===== src/hw/rtl/gapf_pkg.sv =====
// ----------------------------------------------------------------------------
// gapf_pkg
// Shared constants, types and helpers of the grid A* path finder.
// ----------------------------------------------------------------------------
package gapf_pkg;

   localparam int GRID_WIDTH  = 8;
   localparam int GRID_HEIGHT = 8;
   localparam int CELL_COUNT  = GRID_WIDTH * GRID_HEIGHT;
   localparam int CELL_BITS   = 6;
   localparam int COORD_BITS  = 3;
   localparam int DIM_BITS    = 4;
   localparam int PRI_BITS    = 10;
   localparam int DIR_BITS    = 2;
   localparam int ROOT_BITS   = 4;
   localparam int RAD_BITS    = 7;
   localparam int SCAN_BITS   = CELL_BITS + 1;

   localparam logic [PRI_BITS-1:0] STEP_COST = 10'd10;
   localparam logic [DIM_BITS-1:0] MAX_COLS  = 4'd8;
   localparam logic [DIM_BITS-1:0] MAX_ROWS  = 4'd8;

   localparam logic [DIR_BITS-1:0] DIR_PX = 2'd0;
   localparam logic [DIR_BITS-1:0] DIR_PY = 2'd1;
   localparam logic [DIR_BITS-1:0] DIR_NX = 2'd2;
   localparam logic [DIR_BITS-1:0] DIR_NY = 2'd3;

   localparam logic OP_WALL   = 1'b0;
   localparam logic OP_SEARCH = 1'b1;

   localparam logic REG_WIDTH_IN_USE  = 1'b0;
   localparam logic REG_HEIGHT_IN_USE = 1'b1;

   typedef enum logic [1:0] {
      OUT_FAIL,
      OUT_TRIVIAL,
      OUT_STEP
   } out_kind_type;

   typedef enum logic [3:0] {
      ST_IDLE,
      ST_DECIDE,
      ST_H_START,
      ST_SCAN_START,
      ST_SCAN,
      ST_SELECT,
      ST_N_ADDR,
      ST_N_WAIT,
      ST_P_START,
      ST_P_CHK,
      ST_P_NX,
      ST_E_START,
      ST_E_RD,
      ST_E_OUT
   } state_type;

   typedef struct packed {
      logic                  operation;
      logic [COORD_BITS-1:0] cell_x;
      logic [COORD_BITS-1:0] cell_y;
      logic                  is_wall;
      logic [COORD_BITS-1:0] start_x;
      logic [COORD_BITS-1:0] start_y;
      logic [COORD_BITS-1:0] goal_x;
      logic [COORD_BITS-1:0] goal_y;
   } req_payload_type;

   typedef struct packed {
      logic         load;
      logic         wall_wr;
      logic         init;
      logic         h_start;
      logic         h_src_nbr;
      logic         seed;
      logic         scan_start;
      logic         scan;
      logic         select;
      logic         nbr_first;
      logic         nbr_next;
      logic         nbr_upd;
      logic         path_start;
      logic         path_rd;
      logic         path_nx;
      logic         emit_start;
      logic         emit_nx;
      logic         out_load;
      out_kind_type out_kind;
   } dp_cmd_type;

   typedef struct packed {
      logic is_write;
      logic bad_range;
      logic same_cell;
      logic h_done;
      logic scan_done;
      logic any_open;
      logic cur_is_goal;
      logic nbr_ok;
      logic d_last;
      logic p_is_start;
      logic k_zero;
      logic out_free;
   } dp_status_type;

   function automatic logic [DIM_BITS-1:0] clamp_dim(input logic [DIM_BITS-1:0] v,
                                                     input logic [DIM_BITS-1:0] lim);
      logic [DIM_BITS-1:0] r;
      r = v;
      if (r == '0) begin
         r = 4'd1;
      end
      if (r > lim) begin
         r = lim;
      end
      return r;
   endfunction

endpackage


===== src/hw/rtl/gapf_req_if.sv =====
// ----------------------------------------------------------------------------
// gapf_req_if
// Request channel: wall writes and search requests.
// ----------------------------------------------------------------------------
interface gapf_req_if;
   logic                             valid;
   logic                             ready;
   logic                             operation;
   logic [gapf_pkg::COORD_BITS-1:0]  cell_x;
   logic [gapf_pkg::COORD_BITS-1:0]  cell_y;
   logic                             is_wall;
   logic [gapf_pkg::COORD_BITS-1:0]  start_x;
   logic [gapf_pkg::COORD_BITS-1:0]  start_y;
   logic [gapf_pkg::COORD_BITS-1:0]  goal_x;
   logic [gapf_pkg::COORD_BITS-1:0]  goal_y;

   modport source (output valid, operation, cell_x, cell_y, is_wall,
                   start_x, start_y, goal_x, goal_y, input ready);
   modport sink   (input valid, operation, cell_x, cell_y, is_wall,
                   start_x, start_y, goal_x, goal_y, output ready);
endinterface


===== src/hw/rtl/gapf_rsp_if.sv =====
// ----------------------------------------------------------------------------
// gapf_rsp_if
// Result channel: path cells and search status.
// ----------------------------------------------------------------------------
interface gapf_rsp_if;
   logic                             valid;
   logic                             ready;
   logic [gapf_pkg::COORD_BITS-1:0]  step_x;
   logic [gapf_pkg::COORD_BITS-1:0]  step_y;
   logic                             has_step;
   logic                             found;
   logic                             last;

   modport source (output valid, step_x, step_y, has_step, found, last, input ready);
   modport sink   (input valid, step_x, step_y, has_step, found, last, output ready);
endinterface


===== src/hw/rtl/gapf_ram.sv =====
// ----------------------------------------------------------------------------
// gapf_ram
// Generic memory, one write port and one read port with registered read.
// ----------------------------------------------------------------------------
module gapf_ram #(
   parameter int WIDTH = 1,
   parameter int DEPTH = 64
) (
   input  logic                     clock,
   input  logic                     wr_en,
   input  logic [$clog2(DEPTH)-1:0] wr_addr,
   input  logic [WIDTH-1:0]         wr_data,
   input  logic [$clog2(DEPTH)-1:0] rd_addr,
   output logic [WIDTH-1:0]         rd_data
);

   logic [WIDTH-1:0] mem_ff [DEPTH];
   logic [WIDTH-1:0] rd_data_ff;

   always_ff @(posedge clock) begin
      if (wr_en) begin
         mem_ff[wr_addr] <= wr_data;
      end
      rd_data_ff <= mem_ff[rd_addr];
   end

   assign rd_data = rd_data_ff;

endmodule


===== src/hw/rtl/gapf_ctrl.sv =====
// ----------------------------------------------------------------------------
// gapf_ctrl
// Sequencer of wall writes and of the search: scan, expansion, back trace and path output.
// ----------------------------------------------------------------------------
module gapf_ctrl (
   input  logic                    clock,
   input  logic                    reset,
   input  logic                    req_valid,
   output logic                    req_ready,
   input  gapf_pkg::dp_status_type status,
   output gapf_pkg::dp_cmd_type    cmd
);

   gapf_pkg::state_type state_ff, state_in;

   always_ff @(posedge clock) begin
      if (reset) begin
         state_ff <= gapf_pkg::ST_IDLE;
      end else begin
         state_ff <= state_in;
      end
   end

   always_comb begin
      state_in     = state_ff;
      cmd          = '0;
      cmd.out_kind = gapf_pkg::OUT_FAIL;
      req_ready    = 1'b0;
      unique case (state_ff)
         gapf_pkg::ST_IDLE: begin
            req_ready = 1'b1;
            if (req_valid) begin
               cmd.load = 1'b1;
               state_in = gapf_pkg::ST_DECIDE;
            end
         end
         gapf_pkg::ST_DECIDE: begin
            priority if (status.is_write) begin
               cmd.wall_wr = 1'b1;
               state_in    = gapf_pkg::ST_IDLE;
            end else if (status.bad_range || status.same_cell) begin
               if (status.out_free) begin
                  cmd.out_load = 1'b1;
                  cmd.out_kind = status.bad_range ? gapf_pkg::OUT_FAIL
                                                  : gapf_pkg::OUT_TRIVIAL;
                  state_in     = gapf_pkg::ST_IDLE;
               end
            end else begin
               cmd.init    = 1'b1;
               cmd.h_start = 1'b1;
               state_in    = gapf_pkg::ST_H_START;
            end
         end
         gapf_pkg::ST_H_START: begin
            if (status.h_done) begin
               cmd.seed = 1'b1;
               state_in = gapf_pkg::ST_SCAN_START;
            end
         end
         gapf_pkg::ST_SCAN_START: begin
            cmd.scan_start = 1'b1;
            state_in       = gapf_pkg::ST_SCAN;
         end
         gapf_pkg::ST_SCAN: begin
            cmd.scan = 1'b1;
            if (status.scan_done) begin
               state_in = gapf_pkg::ST_SELECT;
            end
         end
         gapf_pkg::ST_SELECT: begin
            if (!status.any_open) begin
               if (status.out_free) begin
                  cmd.out_load = 1'b1;
                  cmd.out_kind = gapf_pkg::OUT_FAIL;
                  state_in     = gapf_pkg::ST_IDLE;
               end
            end else begin
               cmd.select = 1'b1;
               if (status.cur_is_goal) begin
                  state_in = gapf_pkg::ST_P_START;
               end else begin
                  cmd.nbr_first = 1'b1;
                  state_in      = gapf_pkg::ST_N_ADDR;
               end
            end
         end
         gapf_pkg::ST_N_ADDR: begin
            priority if (status.nbr_ok) begin
               cmd.h_start   = 1'b1;
               cmd.h_src_nbr = 1'b1;
               state_in      = gapf_pkg::ST_N_WAIT;
            end else if (status.d_last) begin
               state_in = gapf_pkg::ST_SCAN_START;
            end else begin
               cmd.nbr_next = 1'b1;
            end
         end
         gapf_pkg::ST_N_WAIT: begin
            if (status.h_done) begin
               cmd.nbr_upd = 1'b1;
               if (status.d_last) begin
                  state_in = gapf_pkg::ST_SCAN_START;
               end else begin
                  cmd.nbr_next = 1'b1;
                  state_in     = gapf_pkg::ST_N_ADDR;
               end
            end
         end
         gapf_pkg::ST_P_START: begin
            cmd.path_start = 1'b1;
            state_in       = gapf_pkg::ST_P_CHK;
         end
         gapf_pkg::ST_P_CHK: begin
            if (status.p_is_start) begin
               state_in = gapf_pkg::ST_E_START;
            end else begin
               cmd.path_rd = 1'b1;
               state_in    = gapf_pkg::ST_P_NX;
            end
         end
         gapf_pkg::ST_P_NX: begin
            cmd.path_nx = 1'b1;
            state_in    = gapf_pkg::ST_P_CHK;
         end
         gapf_pkg::ST_E_START: begin
            cmd.emit_start = 1'b1;
            state_in       = gapf_pkg::ST_E_RD;
         end
         gapf_pkg::ST_E_RD: begin
            state_in = gapf_pkg::ST_E_OUT;
         end
         gapf_pkg::ST_E_OUT: begin
            if (status.out_free) begin
               cmd.out_load = 1'b1;
               cmd.out_kind = gapf_pkg::OUT_STEP;
               if (status.k_zero) begin
                  state_in = gapf_pkg::ST_IDLE;
               end else begin
                  cmd.emit_nx = 1'b1;
                  state_in    = gapf_pkg::ST_E_RD;
               end
            end
         end
         default: begin
            state_in = gapf_pkg::ST_IDLE;
         end
      endcase
   end

endmodule


===== src/hw/rtl/gapf_dp.sv =====
// ----------------------------------------------------------------------------
// gapf_dp
// Datapath: grid stores, open set scan, square root unit, back trace and
// result register.
// ----------------------------------------------------------------------------
module gapf_dp (
   input  logic                                clock,
   input  logic                                reset,
   input  gapf_pkg::dp_cmd_type                cmd,
   output gapf_pkg::dp_status_type             status,
   input  gapf_pkg::req_payload_type           req_payload,
   input  logic [gapf_pkg::DIM_BITS-1:0]       width_in_use,
   input  logic [gapf_pkg::DIM_BITS-1:0]       height_in_use,
   input  logic                                rsp_ready,
   output logic                                rsp_valid,
   output logic [gapf_pkg::COORD_BITS-1:0]     rsp_step_x,
   output logic [gapf_pkg::COORD_BITS-1:0]     rsp_step_y,
   output logic                                rsp_has_step,
   output logic                                rsp_found,
   output logic                                rsp_last
);

   localparam int CB = gapf_pkg::COORD_BITS;
   localparam int IB = gapf_pkg::CELL_BITS;
   localparam int PB = gapf_pkg::PRI_BITS;
   localparam int DB = gapf_pkg::DIM_BITS;
   localparam int N  = gapf_pkg::CELL_COUNT;

   gapf_pkg::req_payload_type pl_ff;

   logic [N-1:0] open_vld_ff, closed_ff, wall_vld_ff;

   logic [gapf_pkg::RAD_BITS-1:0]  h_v_ff;
   logic [gapf_pkg::ROOT_BITS-1:0] h_r_ff;

   logic [gapf_pkg::SCAN_BITS-1:0] scan_cnt_ff;
   logic                           rd_vld_ff;
   logic [IB-1:0]                  rd_idx_ff;
   logic                           any_open_ff;
   logic [PB-1:0]                  best_ff;
   logic [IB-1:0]                  cur_ff;
   logic [gapf_pkg::DIR_BITS-1:0]  dir_ff;
   logic [IB-1:0]                  p_ff, len_ff, k_ff;

   logic          rsp_valid_ff, rsp_has_ff, rsp_found_ff, rsp_last_ff;
   logic [CB-1:0] rsp_x_ff, rsp_y_ff;

   logic [DB-1:0] w_eff, h_eff;
   logic [IB-1:0] s_idx, g_idx, n_idx, wall_idx;
   logic [CB-1:0] cx, cy, nx, ny, hx, hy, hdx, hdy, px, py;
   logic          nbr_ok;
   logic [gapf_pkg::RAD_BITS-1:0]   h_v_new;
   logic [gapf_pkg::ROOT_BITS:0]    h_next;
   logic [7:0]                      h_sq;
   logic                            h_step;
   logic [PB-1:0]                   h_val, ng, np;

   logic          wall_q;
   logic [PB-1:0] pri_q, cost_q;
   logic [gapf_pkg::DIR_BITS-1:0] back_q;
   logic [IB-1:0] buf_q;
   logic [IB-1:0] pri_rd_addr, pri_wr_addr;
   logic [PB-1:0] pri_wr_data;
   logic          pri_wr_en, cost_wr_en, upd_take;
   logic          wall_eff;

   assign w_eff = gapf_pkg::clamp_dim(width_in_use,  gapf_pkg::MAX_COLS);
   assign h_eff = gapf_pkg::clamp_dim(height_in_use, gapf_pkg::MAX_ROWS);
   assign s_idx    = {pl_ff.start_y, pl_ff.start_x};
   assign g_idx    = {pl_ff.goal_y, pl_ff.goal_x};
   assign wall_idx = {pl_ff.cell_y, pl_ff.cell_x};
   assign cx = cur_ff[CB-1:0];
   assign cy = cur_ff[IB-1:CB];

   // neighbor of the current cell in the direction under test
   always_comb begin
      nx     = cx;
      ny     = cy;
      nbr_ok = 1'b0;
      unique case (dir_ff)
         gapf_pkg::DIR_PX: begin
            nx     = cx + 3'd1;
            nbr_ok = ({1'b0, cx} + 4'd1) < w_eff;
         end
         gapf_pkg::DIR_PY: begin
            ny     = cy + 3'd1;
            nbr_ok = ({1'b0, cy} + 4'd1) < h_eff;
         end
         gapf_pkg::DIR_NX: begin
            nx     = cx - 3'd1;
            nbr_ok = cx != '0;
         end
         gapf_pkg::DIR_NY: begin
            ny     = cy - 3'd1;
            nbr_ok = cy != '0;
         end
         default: begin
            nbr_ok = 1'b0;
         end
      endcase
   end
   assign n_idx = {ny, nx};

   // predecessor along the stored back direction
   always_comb begin
      px = p_ff[CB-1:0];
      py = p_ff[IB-1:CB];
      unique case (back_q)
         gapf_pkg::DIR_PX: px = p_ff[CB-1:0] - 3'd1;
         gapf_pkg::DIR_PY: py = p_ff[IB-1:CB] - 3'd1;
         gapf_pkg::DIR_NX: px = p_ff[CB-1:0] + 3'd1;
         gapf_pkg::DIR_NY: py = p_ff[IB-1:CB] + 3'd1;
         default: px = p_ff[CB-1:0];
      endcase
   end

   // integer square root, one candidate per cycle
   assign hx  = cmd.h_src_nbr ? nx : pl_ff.start_x;
   assign hy  = cmd.h_src_nbr ? ny : pl_ff.start_y;
   assign hdx = (hx > pl_ff.goal_x) ? hx - pl_ff.goal_x : pl_ff.goal_x - hx;
   assign hdy = (hy > pl_ff.goal_y) ? hy - pl_ff.goal_y : pl_ff.goal_y - hy;
   assign h_v_new = ({4'b0, hdx} * {4'b0, hdx}) + ({4'b0, hdy} * {4'b0, hdy});
   assign h_next  = {1'b0, h_r_ff} + 5'd1;
   assign h_sq    = {3'b0, h_next} * {3'b0, h_next};
   assign h_step  = h_sq <= {1'b0, h_v_ff};
   assign h_val   = PB'(h_r_ff) * gapf_pkg::STEP_COST;

   always_ff @(posedge clock) begin
      if (cmd.h_start) begin
         h_v_ff <= h_v_new;
         h_r_ff <= '0;
      end else if (h_step) begin
         h_r_ff <= h_next[gapf_pkg::ROOT_BITS-1:0];
      end
   end

   assign wall_eff = wall_vld_ff[n_idx] & wall_q;
   assign ng       = cost_q + gapf_pkg::STEP_COST;
   assign np       = ng + h_val;
   assign upd_take = cmd.nbr_upd && !wall_eff && !closed_ff[n_idx] &&
                     (!open_vld_ff[n_idx] || pri_q > np);

   assign pri_rd_addr = cmd.scan ? scan_cnt_ff[IB-1:0] : n_idx;
   assign pri_wr_en   = cmd.seed || upd_take;
   assign pri_wr_addr = cmd.seed ? s_idx : n_idx;
   assign pri_wr_data = cmd.seed ? h_val : np;
   assign cost_wr_en  = cmd.seed || upd_take;

   gapf_ram #(.WIDTH(1), .DEPTH(N)) u_wall_ram (
      .clock(clock), .wr_en(cmd.wall_wr), .wr_addr(wall_idx),
      .wr_data(pl_ff.is_wall), .rd_addr(n_idx), .rd_data(wall_q)
   );

   gapf_ram #(.WIDTH(PB), .DEPTH(N)) u_pri_ram (
      .clock(clock), .wr_en(pri_wr_en), .wr_addr(pri_wr_addr),
      .wr_data(pri_wr_data), .rd_addr(pri_rd_addr), .rd_data(pri_q)
   );

   gapf_ram #(.WIDTH(PB), .DEPTH(N)) u_cost_ram (
      .clock(clock), .wr_en(cost_wr_en), .wr_addr(pri_wr_addr),
      .wr_data(cmd.seed ? '0 : ng), .rd_addr(cur_ff), .rd_data(cost_q)
   );

   gapf_ram #(.WIDTH(gapf_pkg::DIR_BITS), .DEPTH(N)) u_back_ram (
      .clock(clock), .wr_en(upd_take), .wr_addr(n_idx),
      .wr_data(dir_ff), .rd_addr(p_ff), .rd_data(back_q)
   );

   gapf_ram #(.WIDTH(IB), .DEPTH(N)) u_path_ram (
      .clock(clock), .wr_en(cmd.path_rd), .wr_addr(len_ff),
      .wr_data(p_ff), .rd_addr(k_ff), .rd_data(buf_q)
   );

   always_ff @(posedge clock) begin
      if (cmd.load) begin
         pl_ff <= req_payload;
      end
   end

   always_ff @(posedge clock) begin
      if (reset) begin
         wall_vld_ff <= '0;
      end else if (cmd.wall_wr) begin
         wall_vld_ff[wall_idx] <= 1'b1;
      end
   end

   always_ff @(posedge clock) begin
      if (reset || cmd.init) begin
         open_vld_ff <= '0;
         closed_ff   <= '0;
      end else begin
         if (cmd.seed) begin
            open_vld_ff[s_idx] <= 1'b1;
         end
         if (upd_take) begin
            open_vld_ff[n_idx] <= 1'b1;
         end
         if (cmd.select) begin
            open_vld_ff[cur_ff] <= 1'b0;
            closed_ff[cur_ff]   <= 1'b1;
         end
      end
   end

   // minimum search over the open set, lowest index wins a tie
   always_ff @(posedge clock) begin
      if (reset) begin
         scan_cnt_ff <= '0;
         rd_vld_ff   <= 1'b0;
         any_open_ff <= 1'b0;
      end else if (cmd.scan_start) begin
         scan_cnt_ff <= '0;
         rd_vld_ff   <= 1'b0;
         any_open_ff <= 1'b0;
      end else if (cmd.scan) begin
         if (scan_cnt_ff < gapf_pkg::SCAN_BITS'(N)) begin
            scan_cnt_ff <= scan_cnt_ff + 1'b1;
            rd_vld_ff   <= 1'b1;
         end else begin
            rd_vld_ff <= 1'b0;
         end
         if (rd_vld_ff && open_vld_ff[rd_idx_ff] && (!any_open_ff || pri_q < best_ff)) begin
            any_open_ff <= 1'b1;
         end
      end
   end

   always_ff @(posedge clock) begin
      rd_idx_ff <= scan_cnt_ff[IB-1:0];
      if (cmd.scan && rd_vld_ff && open_vld_ff[rd_idx_ff] &&
          (!any_open_ff || pri_q < best_ff)) begin
         best_ff <= pri_q;
         cur_ff  <= rd_idx_ff;
      end
   end

   always_ff @(posedge clock) begin
      if (cmd.nbr_first) begin
         dir_ff <= gapf_pkg::DIR_PX;
      end else if (cmd.nbr_next) begin
         dir_ff <= dir_ff + 1'b1;
      end
   end

   always_ff @(posedge clock) begin
      if (cmd.path_start) begin
         p_ff   <= g_idx;
         len_ff <= '0;
      end else begin
         if (cmd.path_rd) begin
            len_ff <= len_ff + 1'b1;
         end
         if (cmd.path_nx) begin
            p_ff <= {py, px};
         end
      end
      if (cmd.emit_start) begin
         k_ff <= len_ff - 1'b1;
      end else if (cmd.emit_nx) begin
         k_ff <= k_ff - 1'b1;
      end
   end

   // result register
   always_ff @(posedge clock) begin
      if (reset) begin
         rsp_valid_ff <= 1'b0;
      end else if (cmd.out_load) begin
         rsp_valid_ff <= 1'b1;
      end else if (rsp_ready) begin
         rsp_valid_ff <= 1'b0;
      end
   end

   always_ff @(posedge clock) begin
      if (cmd.out_load) begin
         unique case (cmd.out_kind)
            gapf_pkg::OUT_STEP: begin
               rsp_x_ff     <= buf_q[CB-1:0];
               rsp_y_ff     <= buf_q[IB-1:CB];
               rsp_has_ff   <= 1'b1;
               rsp_found_ff <= 1'b1;
               rsp_last_ff  <= k_ff == '0;
            end
            gapf_pkg::OUT_TRIVIAL: begin
               rsp_x_ff     <= '0;
               rsp_y_ff     <= '0;
               rsp_has_ff   <= 1'b0;
               rsp_found_ff <= 1'b1;
               rsp_last_ff  <= 1'b1;
            end
            default: begin
               rsp_x_ff     <= '0;
               rsp_y_ff     <= '0;
               rsp_has_ff   <= 1'b0;
               rsp_found_ff <= 1'b0;
               rsp_last_ff  <= 1'b1;
            end
         endcase
      end
   end

   assign rsp_valid    = rsp_valid_ff;
   assign rsp_step_x   = rsp_x_ff;
   assign rsp_step_y   = rsp_y_ff;
   assign rsp_has_step = rsp_has_ff;
   assign rsp_found    = rsp_found_ff;
   assign rsp_last     = rsp_last_ff;

   assign status.is_write    = pl_ff.operation == gapf_pkg::OP_WALL;
   assign status.bad_range   = ({1'b0, pl_ff.start_x} >= w_eff) ||
                               ({1'b0, pl_ff.start_y} >= h_eff) ||
                               ({1'b0, pl_ff.goal_x} >= w_eff) ||
                               ({1'b0, pl_ff.goal_y} >= h_eff);
   assign status.same_cell   = s_idx == g_idx;
   assign status.h_done      = !h_step;
   assign status.scan_done   = (scan_cnt_ff == gapf_pkg::SCAN_BITS'(N)) && !rd_vld_ff;
   assign status.any_open    = any_open_ff;
   assign status.cur_is_goal = cur_ff == g_idx;
   assign status.nbr_ok      = nbr_ok;
   assign status.d_last      = dir_ff == gapf_pkg::DIR_NY;
   assign status.p_is_start  = p_ff == s_idx;
   assign status.k_zero      = k_ff == '0;
   assign status.out_free    = !rsp_valid_ff || rsp_ready;

endmodule


===== src/hw/rtl/grid_astar_path_finder.sv =====
// ----------------------------------------------------------------------------
// grid_astar_path_finder
// Four-connected A* search on an 8 by 8 wall map, path cells out in order.
//
//   channel  | dir | handshake        | payload
//   req_chan | in  | valid / ready    | operation, cell, is_wall, start, goal
//   rsp_chan | out | valid / ready    | step_x, step_y, has_step, found, last
//   csr_*    | in  | apb psel/penable | width_in_use, height_in_use
//
// wall write: taken in idle, written in decide. search: each expansion is a scan
// of the open set with select plus up to four neighbor checks (square root
// unit), then the path is traced back from the goal and each path cell is
// emitted as one result. one request in flight at a time.
// synchronous reset clears the wall map valid bits and all control state;
// no clearing pass. a stalled result holds the engine, which takes requests only while idle.
// ----------------------------------------------------------------------------
module grid_astar_path_finder (
   input  logic        clock,
   input  logic        reset,
   gapf_req_if.sink    req_chan,
   gapf_rsp_if.source  rsp_chan,
   input  logic        csr_psel,
   input  logic        csr_penable,
   input  logic        csr_pwrite,
   input  logic [2:0]  csr_paddr,
   input  logic [31:0] csr_pwdata,
   output logic [31:0] csr_prdata,
   output logic        csr_pready
);

   gapf_pkg::dp_cmd_type      cmd;
   gapf_pkg::dp_status_type   status;
   gapf_pkg::req_payload_type req_payload;

   logic [gapf_pkg::DIM_BITS-1:0] width_ff, height_ff;
   logic                          csr_wr;

   assign csr_pready = 1'b1;
   assign csr_wr     = csr_psel && csr_penable && csr_pwrite;

   always_ff @(posedge clock) begin
      if (reset) begin
         width_ff  <= gapf_pkg::MAX_COLS;
         height_ff <= gapf_pkg::MAX_ROWS;
      end else if (csr_wr) begin
         if (csr_paddr[2] == gapf_pkg::REG_WIDTH_IN_USE) begin
            width_ff <= csr_pwdata[gapf_pkg::DIM_BITS-1:0];
         end else begin
            height_ff <= csr_pwdata[gapf_pkg::DIM_BITS-1:0];
         end
      end
   end

   assign csr_prdata = (csr_paddr[2] == gapf_pkg::REG_HEIGHT_IN_USE) ?
                       32'(height_ff) : 32'(width_ff);

   assign req_payload.operation = req_chan.operation;
   assign req_payload.cell_x    = req_chan.cell_x;
   assign req_payload.cell_y    = req_chan.cell_y;
   assign req_payload.is_wall   = req_chan.is_wall;
   assign req_payload.start_x   = req_chan.start_x;
   assign req_payload.start_y   = req_chan.start_y;
   assign req_payload.goal_x    = req_chan.goal_x;
   assign req_payload.goal_y    = req_chan.goal_y;

   gapf_ctrl u_ctrl (
      .clock(clock), .reset(reset),
      .req_valid(req_chan.valid), .req_ready(req_chan.ready),
      .status(status), .cmd(cmd)
   );

   gapf_dp u_dp (
      .clock(clock), .reset(reset), .cmd(cmd), .status(status),
      .req_payload(req_payload),
      .width_in_use(width_ff), .height_in_use(height_ff),
      .rsp_ready(rsp_chan.ready), .rsp_valid(rsp_chan.valid),
      .rsp_step_x(rsp_chan.step_x), .rsp_step_y(rsp_chan.step_y),
      .rsp_has_step(rsp_chan.has_step), .rsp_found(rsp_chan.found),
      .rsp_last(rsp_chan.last)
   );

endmodule


===== src/flat_wrapper.sv =====
// flat-port wrapper written by rule: the top's interface ports become plain ports
module grid_astar_path_finder_flat 
  (clock, reset, csr_psel, csr_penable, csr_pwrite, csr_paddr, csr_pwdata, csr_prdata, csr_pready, req_chan_valid, req_chan_operation, req_chan_cell_x, req_chan_cell_y, req_chan_is_wall, req_chan_start_x, req_chan_start_y, req_chan_goal_x, req_chan_goal_y, req_chan_ready, rsp_chan_valid, rsp_chan_step_x, rsp_chan_step_y, rsp_chan_has_step, rsp_chan_found, rsp_chan_last, rsp_chan_ready);
  gapf_req_if req_chan_i ();
  gapf_rsp_if rsp_chan_i ();
  input  logic clock;
  input  logic reset;
  input  logic csr_psel;
  input  logic csr_penable;
  input  logic csr_pwrite;
  input  logic [2:0] csr_paddr;
  input  logic [31:0] csr_pwdata;
  output logic [31:0] csr_prdata;
  output logic csr_pready;
  input wire logic [$bits(req_chan_i.valid)-1:0] req_chan_valid;
  input wire logic [$bits(req_chan_i.operation)-1:0] req_chan_operation;
  input wire logic [$bits(req_chan_i.cell_x)-1:0] req_chan_cell_x;
  input wire logic [$bits(req_chan_i.cell_y)-1:0] req_chan_cell_y;
  input wire logic [$bits(req_chan_i.is_wall)-1:0] req_chan_is_wall;
  input wire logic [$bits(req_chan_i.start_x)-1:0] req_chan_start_x;
  input wire logic [$bits(req_chan_i.start_y)-1:0] req_chan_start_y;
  input wire logic [$bits(req_chan_i.goal_x)-1:0] req_chan_goal_x;
  input wire logic [$bits(req_chan_i.goal_y)-1:0] req_chan_goal_y;
  output wire logic [$bits(req_chan_i.ready)-1:0] req_chan_ready;
  output wire logic [$bits(rsp_chan_i.valid)-1:0] rsp_chan_valid;
  output wire logic [$bits(rsp_chan_i.step_x)-1:0] rsp_chan_step_x;
  output wire logic [$bits(rsp_chan_i.step_y)-1:0] rsp_chan_step_y;
  output wire logic [$bits(rsp_chan_i.has_step)-1:0] rsp_chan_has_step;
  output wire logic [$bits(rsp_chan_i.found)-1:0] rsp_chan_found;
  output wire logic [$bits(rsp_chan_i.last)-1:0] rsp_chan_last;
  input wire logic [$bits(rsp_chan_i.ready)-1:0] rsp_chan_ready;
  assign req_chan_i.valid = req_chan_valid;
  assign req_chan_i.operation = req_chan_operation;
  assign req_chan_i.cell_x = req_chan_cell_x;
  assign req_chan_i.cell_y = req_chan_cell_y;
  assign req_chan_i.is_wall = req_chan_is_wall;
  assign req_chan_i.start_x = req_chan_start_x;
  assign req_chan_i.start_y = req_chan_start_y;
  assign req_chan_i.goal_x = req_chan_goal_x;
  assign req_chan_i.goal_y = req_chan_goal_y;
  assign req_chan_ready = req_chan_i.ready;
  assign rsp_chan_valid = rsp_chan_i.valid;
  assign rsp_chan_step_x = rsp_chan_i.step_x;
  assign rsp_chan_step_y = rsp_chan_i.step_y;
  assign rsp_chan_has_step = rsp_chan_i.has_step;
  assign rsp_chan_found = rsp_chan_i.found;
  assign rsp_chan_last = rsp_chan_i.last;
  assign rsp_chan_i.ready = rsp_chan_ready;
  grid_astar_path_finder u_core (.clock(clock), .reset(reset), .req_chan(req_chan_i), .rsp_chan(rsp_chan_i), .csr_psel(csr_psel), .csr_penable(csr_penable), .csr_pwrite(csr_pwrite), .csr_paddr(csr_paddr), .csr_pwdata(csr_pwdata), .csr_prdata(csr_prdata), .csr_pready(csr_pready));
endmodule

===== config.mk =====
export PLATFORM = sky130hd
export DESIGN_NAME = grid_astar_path_finder_flat
export DESIGN_NICKNAME = d
export VERILOG_FILES = /design/src/hw/rtl/gapf_pkg.sv /design/src/hw/rtl/gapf_req_if.sv /design/src/hw/rtl/gapf_rsp_if.sv /design/src/hw/rtl/gapf_ram.sv /design/src/hw/rtl/gapf_ctrl.sv /design/src/hw/rtl/gapf_dp.sv /design/src/hw/rtl/grid_astar_path_finder.sv /design/src/flat_wrapper.sv
export SDC_FILE = /design/constraint.sdc
export NUM_CORES = 2
export LEC_CHECK = 0
export ABC_AREA = 1
export BUFFER_PORTS_ARGS = -buffer_cell sky130_fd_sc_hd__buf_2
export CAP_MARGIN = 20
export CORE_ASPECT_RATIO = 0.7
export CORE_MARGIN = 2
export CORE_UTILIZATION = 45
export DETAILED_ROUTE_END_ITERATION = 7
export PLACE_DENSITY = 0.62
export SYNTH_ARGS = -nofsm -noshare
export SYNTH_HDL_FRONTEND = slang
export SYNTH_SLANG_ARGS = --single-unit
export TNS_END_PERCENT = 10

===== constraint.sdc =====
create_clock -name clock -period 10.1 [get_ports clock]
set_input_delay 0.505 -clock clock [delete_from_list [all_inputs] [get_ports clock]]
set_output_delay 0.505 -clock clock [all_outputs]
set_load 0.1 [all_outputs]

* Yosys cells after proc, flatten, opt, wreduce, memory -nomap -nowiden *
Memory sizes are Yosys's and may differ from the RTL's. A register that Yosys moved wholly into a read port is not among the register bits.
Index checks and enable logic that the tools add are counted.

operators by class
  $add $sub $neg = 23
  $mul = 4
  order comparisons = 23
  equal/unequal tests = 31
  mux-type cells = 109
  bitwise logic cells = 8
  reduce and logical (&&, ||, !) cells = 53

operator list
  kind                                                         number
  2-to-1 mux 64 bit                                            5
  OR 64 bit                                                    4
  2-to-1 mux 4 bit                                             19
  bitwise AND 64 bit                                           1
  NOT 64 bit                                                   1
  case mux 4 bit (13 select lines)                             1
  2-to-1 mux 1 bit                                             43
  2-to-1 mux 6 bit                                             6
  less-than comparator 6 x 7 -> 1 bit (second input constant)  5
  2-to-1 mux 3 bit                                             10
  binary-select mux 1 bit (select 6 bit)                       4
  demux 1 bit (select 6 bit)                                   4
  == test 4 bit (second input constant)                        6
  >= comparator 6 x 1 -> 1 bit (second input constant)         4
  case mux 3 bit (2 select lines)                              4
  2-to-1 mux 10 bit                                            2
  == test 6 bit                                                3
  == test 4 x 3 -> 1 bit (second input constant)               4
  >= comparator 3 x 4 -> 1 bit                                 4
  logical AND 1 bit                                            15
  2-to-1 mux 2 bit                                             7
  adder 3 x 1 -> 3 bit (second input constant)                 4
  logical NOT 4 bit                                            3
  multiplier 3 x 3 -> 6 bit                                    2
  other kinds (42)                                             90

storage, ports and cells
  register bits = 296
  bits in writable memories = 1856
  input port bits = 62
  output and inout bits = 44
  word-level logic and storage cells = 289
  memories = 5

memories
  name                           depth  bits a word  rd ports  clocked after Yosys merged registers in  wr ports  line            text
  u_core.u_dp.u_cost_ram.mem_ff  64     10           1         1                                        1         gapf_ram.sv:17  logic [WIDTH-1:0] mem_ff [DEPTH];
  u_core.u_dp.u_pri_ram.mem_ff   64     10           1         1                                        1         gapf_ram.sv:17
  u_core.u_dp.u_path_ram.mem_ff  64     6            1         1                                        1         gapf_ram.sv:17
  u_core.u_dp.u_back_ram.mem_ff  64     2            1         1                                        1         gapf_ram.sv:17
  u_core.u_dp.u_wall_ram.mem_ff  64     1            1         1                                        1         gapf_ram.sv:17

* Logic depth before layout (Yosys ltp) *
  word-level depth = 19
  depth in mapped cells = 30
  gate-level depth less buffers = 30

* Cells and area by module *
A second synthesis with hierarchy kept.

second synthesis, totals
  cell total of the unflattened synthesis = 9410
  area, all modules = 96277.3 µm²

by module, submodules not included
  module                                  instances  cells an instance  area an instance (µm²)  sequential area each (µm²)
  gapf_ram at u_core.u_dp.u_cost_ram ...  2          2233               26436.6                 19418.6
  gapf_dp                                 1          2507               17553.1                 6326.1
  gapf_ram at u_core.u_dp.u_path_ram      1          1376               15930.3                 11651.2
  gapf_ram at u_core.u_dp.u_back_ram      1          538                5655.4                  3883.7
  gapf_ram at u_core.u_dp.u_wall_ram      1          314                3045.4                  1941.9
  grid_astar_path_finder                  1          93                 649.4                   160.2
  gapf_ctrl                               1          116                570.5                   80.1

* Worst setup path after synthesis *
Ideal clock, no wire load.

  kind = register to register
  from = reg u_core.u_dp.h_r_ff[0] (netlist bit)
  to = mem u_core.u_dp.u_pri_ram.mem_ff[0][2] (netlist bit) (data pin)
  setup time = 702 ps
  arrival time = 7383 ps
  data required time = 9398 ps
  setup slack = 2015 ps
  stages on the path, launching flop included = 26
  path buffers = 2
  clock period less this slack = 8085 ps
  path through = dfxtp_1 inv_1 ha_1 inv_1 nand2_1 fa_1 fa_1 inv_1 fa_1 ha_1 nand2_1 nor2_1 a211oi_1 xnor2_1 ha_1 nand2_1 inv_1 a221oi_1 nand2_1 nand2_1 nand3_4 nand2_4 inv_1 buf_2 clkbuf_1 o21ai_0

on the way
  word-level cells in the longest chain between the ends = 6
  elaborated cells on any way between the ends = 8
  classes of those cells = add/sub: 2; mul: 2; order compare: 1; mux: 3

ends and longest elaborated chain
  element                                line             text
  start: declaration                     gapf_dp.sv:34    logic [gapf_pkg::ROOT_BITS-1:0] h_r_ff;
  start signal: assignment               gapf_dp.sv:133   h_r_ff <= h_next[gapf_pkg::ROOT_BITS-1:0];
  adder 4 x 1 -> 5 bit                   gapf_dp.sv:123   assign h_next = {1'b0, h_r_ff} + 5'd1;
  named net u_core.u_dp.h_next, one bit  gapf_dp.sv:53    logic [gapf_pkg::ROOT_BITS:0] h_next;
  multiplier 5 x 5 -> 8 bit              gapf_dp.sv:124   assign h_sq = {3'b0, h_next} * {3'b0, h_next};
  <= comparator 8 x 7 -> 1 bit           gapf_dp.sv:125   assign h_step = h_sq <= {1'b0, h_v_ff};
  2-to-1 mux 1 bit                       gapf_ctrl.sv:55  if (status.h_done) begin
  2-to-1 mux 1 bit                       gapf_ctrl.sv:29  unique case (state_ff)
  2-to-1 mux 10 bit                      gapf_dp.sv:146   assign pri_wr_data = cmd.seed ? h_val : np;
  named net u_core.u_dp.pri_wr_data[2]   gapf_dp.sv:63    logic [PB-1:0] pri_wr_data;
  end: declaration                       gapf_ram.sv:17

The timed path passes the listed nets, and every way through them passes these cells.

* Worst setup path after layout *
  from = reg u_core.u_dp.h_r_ff[0] (netlist bit)
  to = mem u_core.u_dp.u_pri_ram.mem_ff[42][9] (netlist bit) (data pin)

The elaborated chain is that of the path after synthesis.

==> flow_summary.json <==
{
  "start_util_pct": 45.1,
  "drv_cap": 0,
  "hpwl_mm": 162,
  "final_max_slew_viol_count": 0,
  "core_um2": 198000,
  "fin_crit_ns": 7.89,
  "maxUsedRoutingLayer": "met5",
  "ios": 106,
  "final_hold_viol_count": 0,
  "wl_mm": 268,
  "ant_nets": 0,
  "crit_path_end_kind": "register",
  "crit_type": "reg -> reg",
  "crit_fanout": 37,
  "grt_pass1_wl_mm": 390,
  "clk_latency_ns": 0.88,
  "htree_levels": 4,
  "outcome": "finished, final reports clean",
  "ys_types": 65,
  "grt_pass1_vias": 58200,
  "vias": 63000,
  "critPathLaunchType": "register",
  "grt_start_max_net_pins": 133,
  "chipWidth_um": 537,
  "synth_edf_count": 1856,
  "relSlewSlack_pct": 14.8,
  "layout-drive-gt1-share_pct": 10.5,
  "ys_seq_area_share_pct": 68.0,
  "antenna_found_initial": 5,
  "fillers": 17300,
  "drt_first_pass_iters": 7,
  "cts.sinks": 2117,
  "viasPerCell": 5.96,
  "grt_usage_pct": 25.8,
  "rows": 137,
  "fin_crit_sh_pct": 78.1,
  "ys_warn_count": 0,
  "final_cell_mix": "edfxtp_1 (1856), nor2_1 (1132), nand2_1 (1037)",
  "fin_nets": 7961,
  "dieArea_um2": 203000,
  "synth_area_um2": 89600,
  "final_util_pct": 50.4,
  "grt-ovfl-total": 0,
  "cp.required_ns": 10.68,
  "met3_length_mm": 32.6,
  "final_common_cell": "edfxtp_1",
  "cts_buffers": 201,
  "irDropWorstVdd_mv": 0.513,
  "hold_path.class": "in -> reg",
  "routabilityCongestion": 0.935,
  "cts_root_buf": "clkbuf_16",
  "setup_tns_ns": 0,
  "synth-main-ff-cell": "edfxtp_1",
  "power_uw": 25400,
  "tightestPinTransition_ns": 1.27,
  "synth_cells": 7759,
  "drt-initial-drc-count": 9104,
  "place_ws_ns": 2.28,
  "path_clk_slew_ns": 0.06,
  "power.leakage_uw": 0.0343,
  "diodes": 0,
  "setup_viol": 0,
  "wl_met1_mm": 116,
  "syn_to_final_growth_pct": 11.5,
  "timing.hold.ws_ns": 0.0797,
  "fin_skew_ns": 0.0780,
  "fin_ws_ns": 2.21,
  "crit_arrival_ns": 8.47,
  "post-cts-setup-buffers": 0,
  "die_h_um": 377,
  "port_buffers": 46,
  "wl_per_cell_um": 25.3,
  "drc": 0,
  "ys_ff_latch": 2117,
  "timing.fmax_ghz": 0.127,
  "dr_wl_met2_mm": 112,
  "cts_tree": "built",
  "cts_buffer_depth": 4,
  "synth-async-reset-ratio_pct": 0,
  "rsz0062_at_grt": "false",
  "syn_avg_cell_area_um2": 11.6,
  "p_per_area_nw_per_um2": 254
}
==> stage by stage <==
step                instances  instance area [um2]
floorplan                7786                89700
global placement        10200                92800
detailed placement      10200                93000
CTS                     10600                99600
global route            10600               100000
finish                  10600               100000
==> where the power goes <==
part / switching (uW) / internal (uW)
clock: 3290 / 4180
combinational: 5230 / 1370
sequential: 159 / 11200
==> Yosys cell counts (29+ instances only) <==
master	instances	share of area [%]
a22oi_1	104	0.87
ha_1	96	1.3
a221oi_1	64	0.63
nor3_1	49	0.27
a31o_2	43	0.42
o21ai_0	788	4.4
o211ai_1	109	0.91
buf_1	29	0.12
clkbuf_1	322	1.3
a21oi_1	199	1.1
nand3_1	312	1.7
nand2_1	1040	4.4
buf_2	53	0.30
inv_1	431	1.8
nor2_1	1208	5.1
buf_4	41	0.34
o22ai_1	147	1.0
o221ai_1	133	1.3
a22o_1	48	0.47
dfxtp_1	261	5.8
nand4_2	60	0.84
edfxtp_1	1856	62
nand4_1	114	0.80
==> cell type report <==
| class | instances | area (um2) | share of cell area, % |
|---|---|---|---|
| clock buffers | 265 | 5470 | 5.47 |
| flip-flops and latches | 2117 | 61000 | 61.0 |
| repair buffers | 273 | 2360 | 2.36 |
| inverters | 456 | 1740 | 1.74 |
| well taps | 2641 | 3300 | 3.31 |
| multi-input cells | 4738 | 25300 | 25.3 |
| clock inverters | 90 | 850 | 0.850 |
==> metal layers <==
| metal | up-vias | global-route usage [%] |
|---|---|---|
| met5 | - | 0 |
| met4 | 4 | 6.87 |
| met3 | 466 | 7.16 |
| met2 | 3374 | 36.5 |
| met1 | 31200 | 38.7 |
| li1 | 28000 | - |
==> registers in the layout (all words and copies together) (netlist names), 64 cells and up <==
signal / flops
u_core.u_dp.u_pri_ram.mem_ff: 576
u_core.u_dp.wall_vld_ff: 64
u_core.u_dp.u_wall_ram.mem_ff: 64
u_core.u_dp.u_cost_ram.mem_ff: 640
u_core.u_dp.u_path_ram.mem_ff: 384
u_core.u_dp.u_back_ram.mem_ff: 128
u_core.u_dp.closed_ff: 64
u_core.u_dp.open_vld_ff: 64
==> critical path, cell delays in order, from the launching register on <==
cell,delay [ns]
dfxtp_1,0.60
inv_1,0.22
ha_1,0.37
inv_1,0.10
nand2_1,0.11
fa_1,0.51
fa_1,0.52
inv_1,0.05
fa_1,0.45
ha_1,0.36
nand2_1,0.08
nor2_1,0.04
a211oi_1,0.21
xnor2_1,0.16
ha_1,0.26
nand2_1,0.09
inv_1,0.04
a221oi_1,0.27
nand2_1,0.10
nand2_1,0.17
nand3_4,0.24
nand2_4,0.51
inv_2,0.35
buf_4,0.35
or2_2,0.33
inv_2,0.61
buf_4,0.48
==> timing repair <==
action,4_1_cts,5_1_grt
endpoints found under the hold margin,31,0
resized for setup,0,0
hold buffers,25,0
==> path summary, 6_finish.rpt <==
path / start / end / slack (ns) / cells past startpoint
worst min-delay path: csr_penable / u_core.width_ff[3] / 0.08 / 4
worst min register to register: u_core.u_dp.scan_cnt_ff[3] / u_core.u_dp.rd_idx_ff[3] / 0.36 / 0
worst max-delay path: u_core.u_dp.h_r_ff[0] / u_core.u_dp.u_pri_ram.mem_ff[42][9] / 2.21 / 26
worst max register to register: u_core.u_dp.h_r_ff[0] / u_core.u_dp.u_pri_ram.mem_ff[42][9] / 2.21 / 26
==> cells by family after synthesis <==
logic type / count (synthesis) / synth area share, %
compound gates: 1715 / 11.8
xor+xnor: 38 / 0.380
fa+ha+maj: 112 / 1.70
buf+inv: 931 / 4.46
flops: 2117 / 68.0
other cells: 2 / 0.00838
simple gates: 2844 / 13.6
Power figures use the tool's default switching activity.
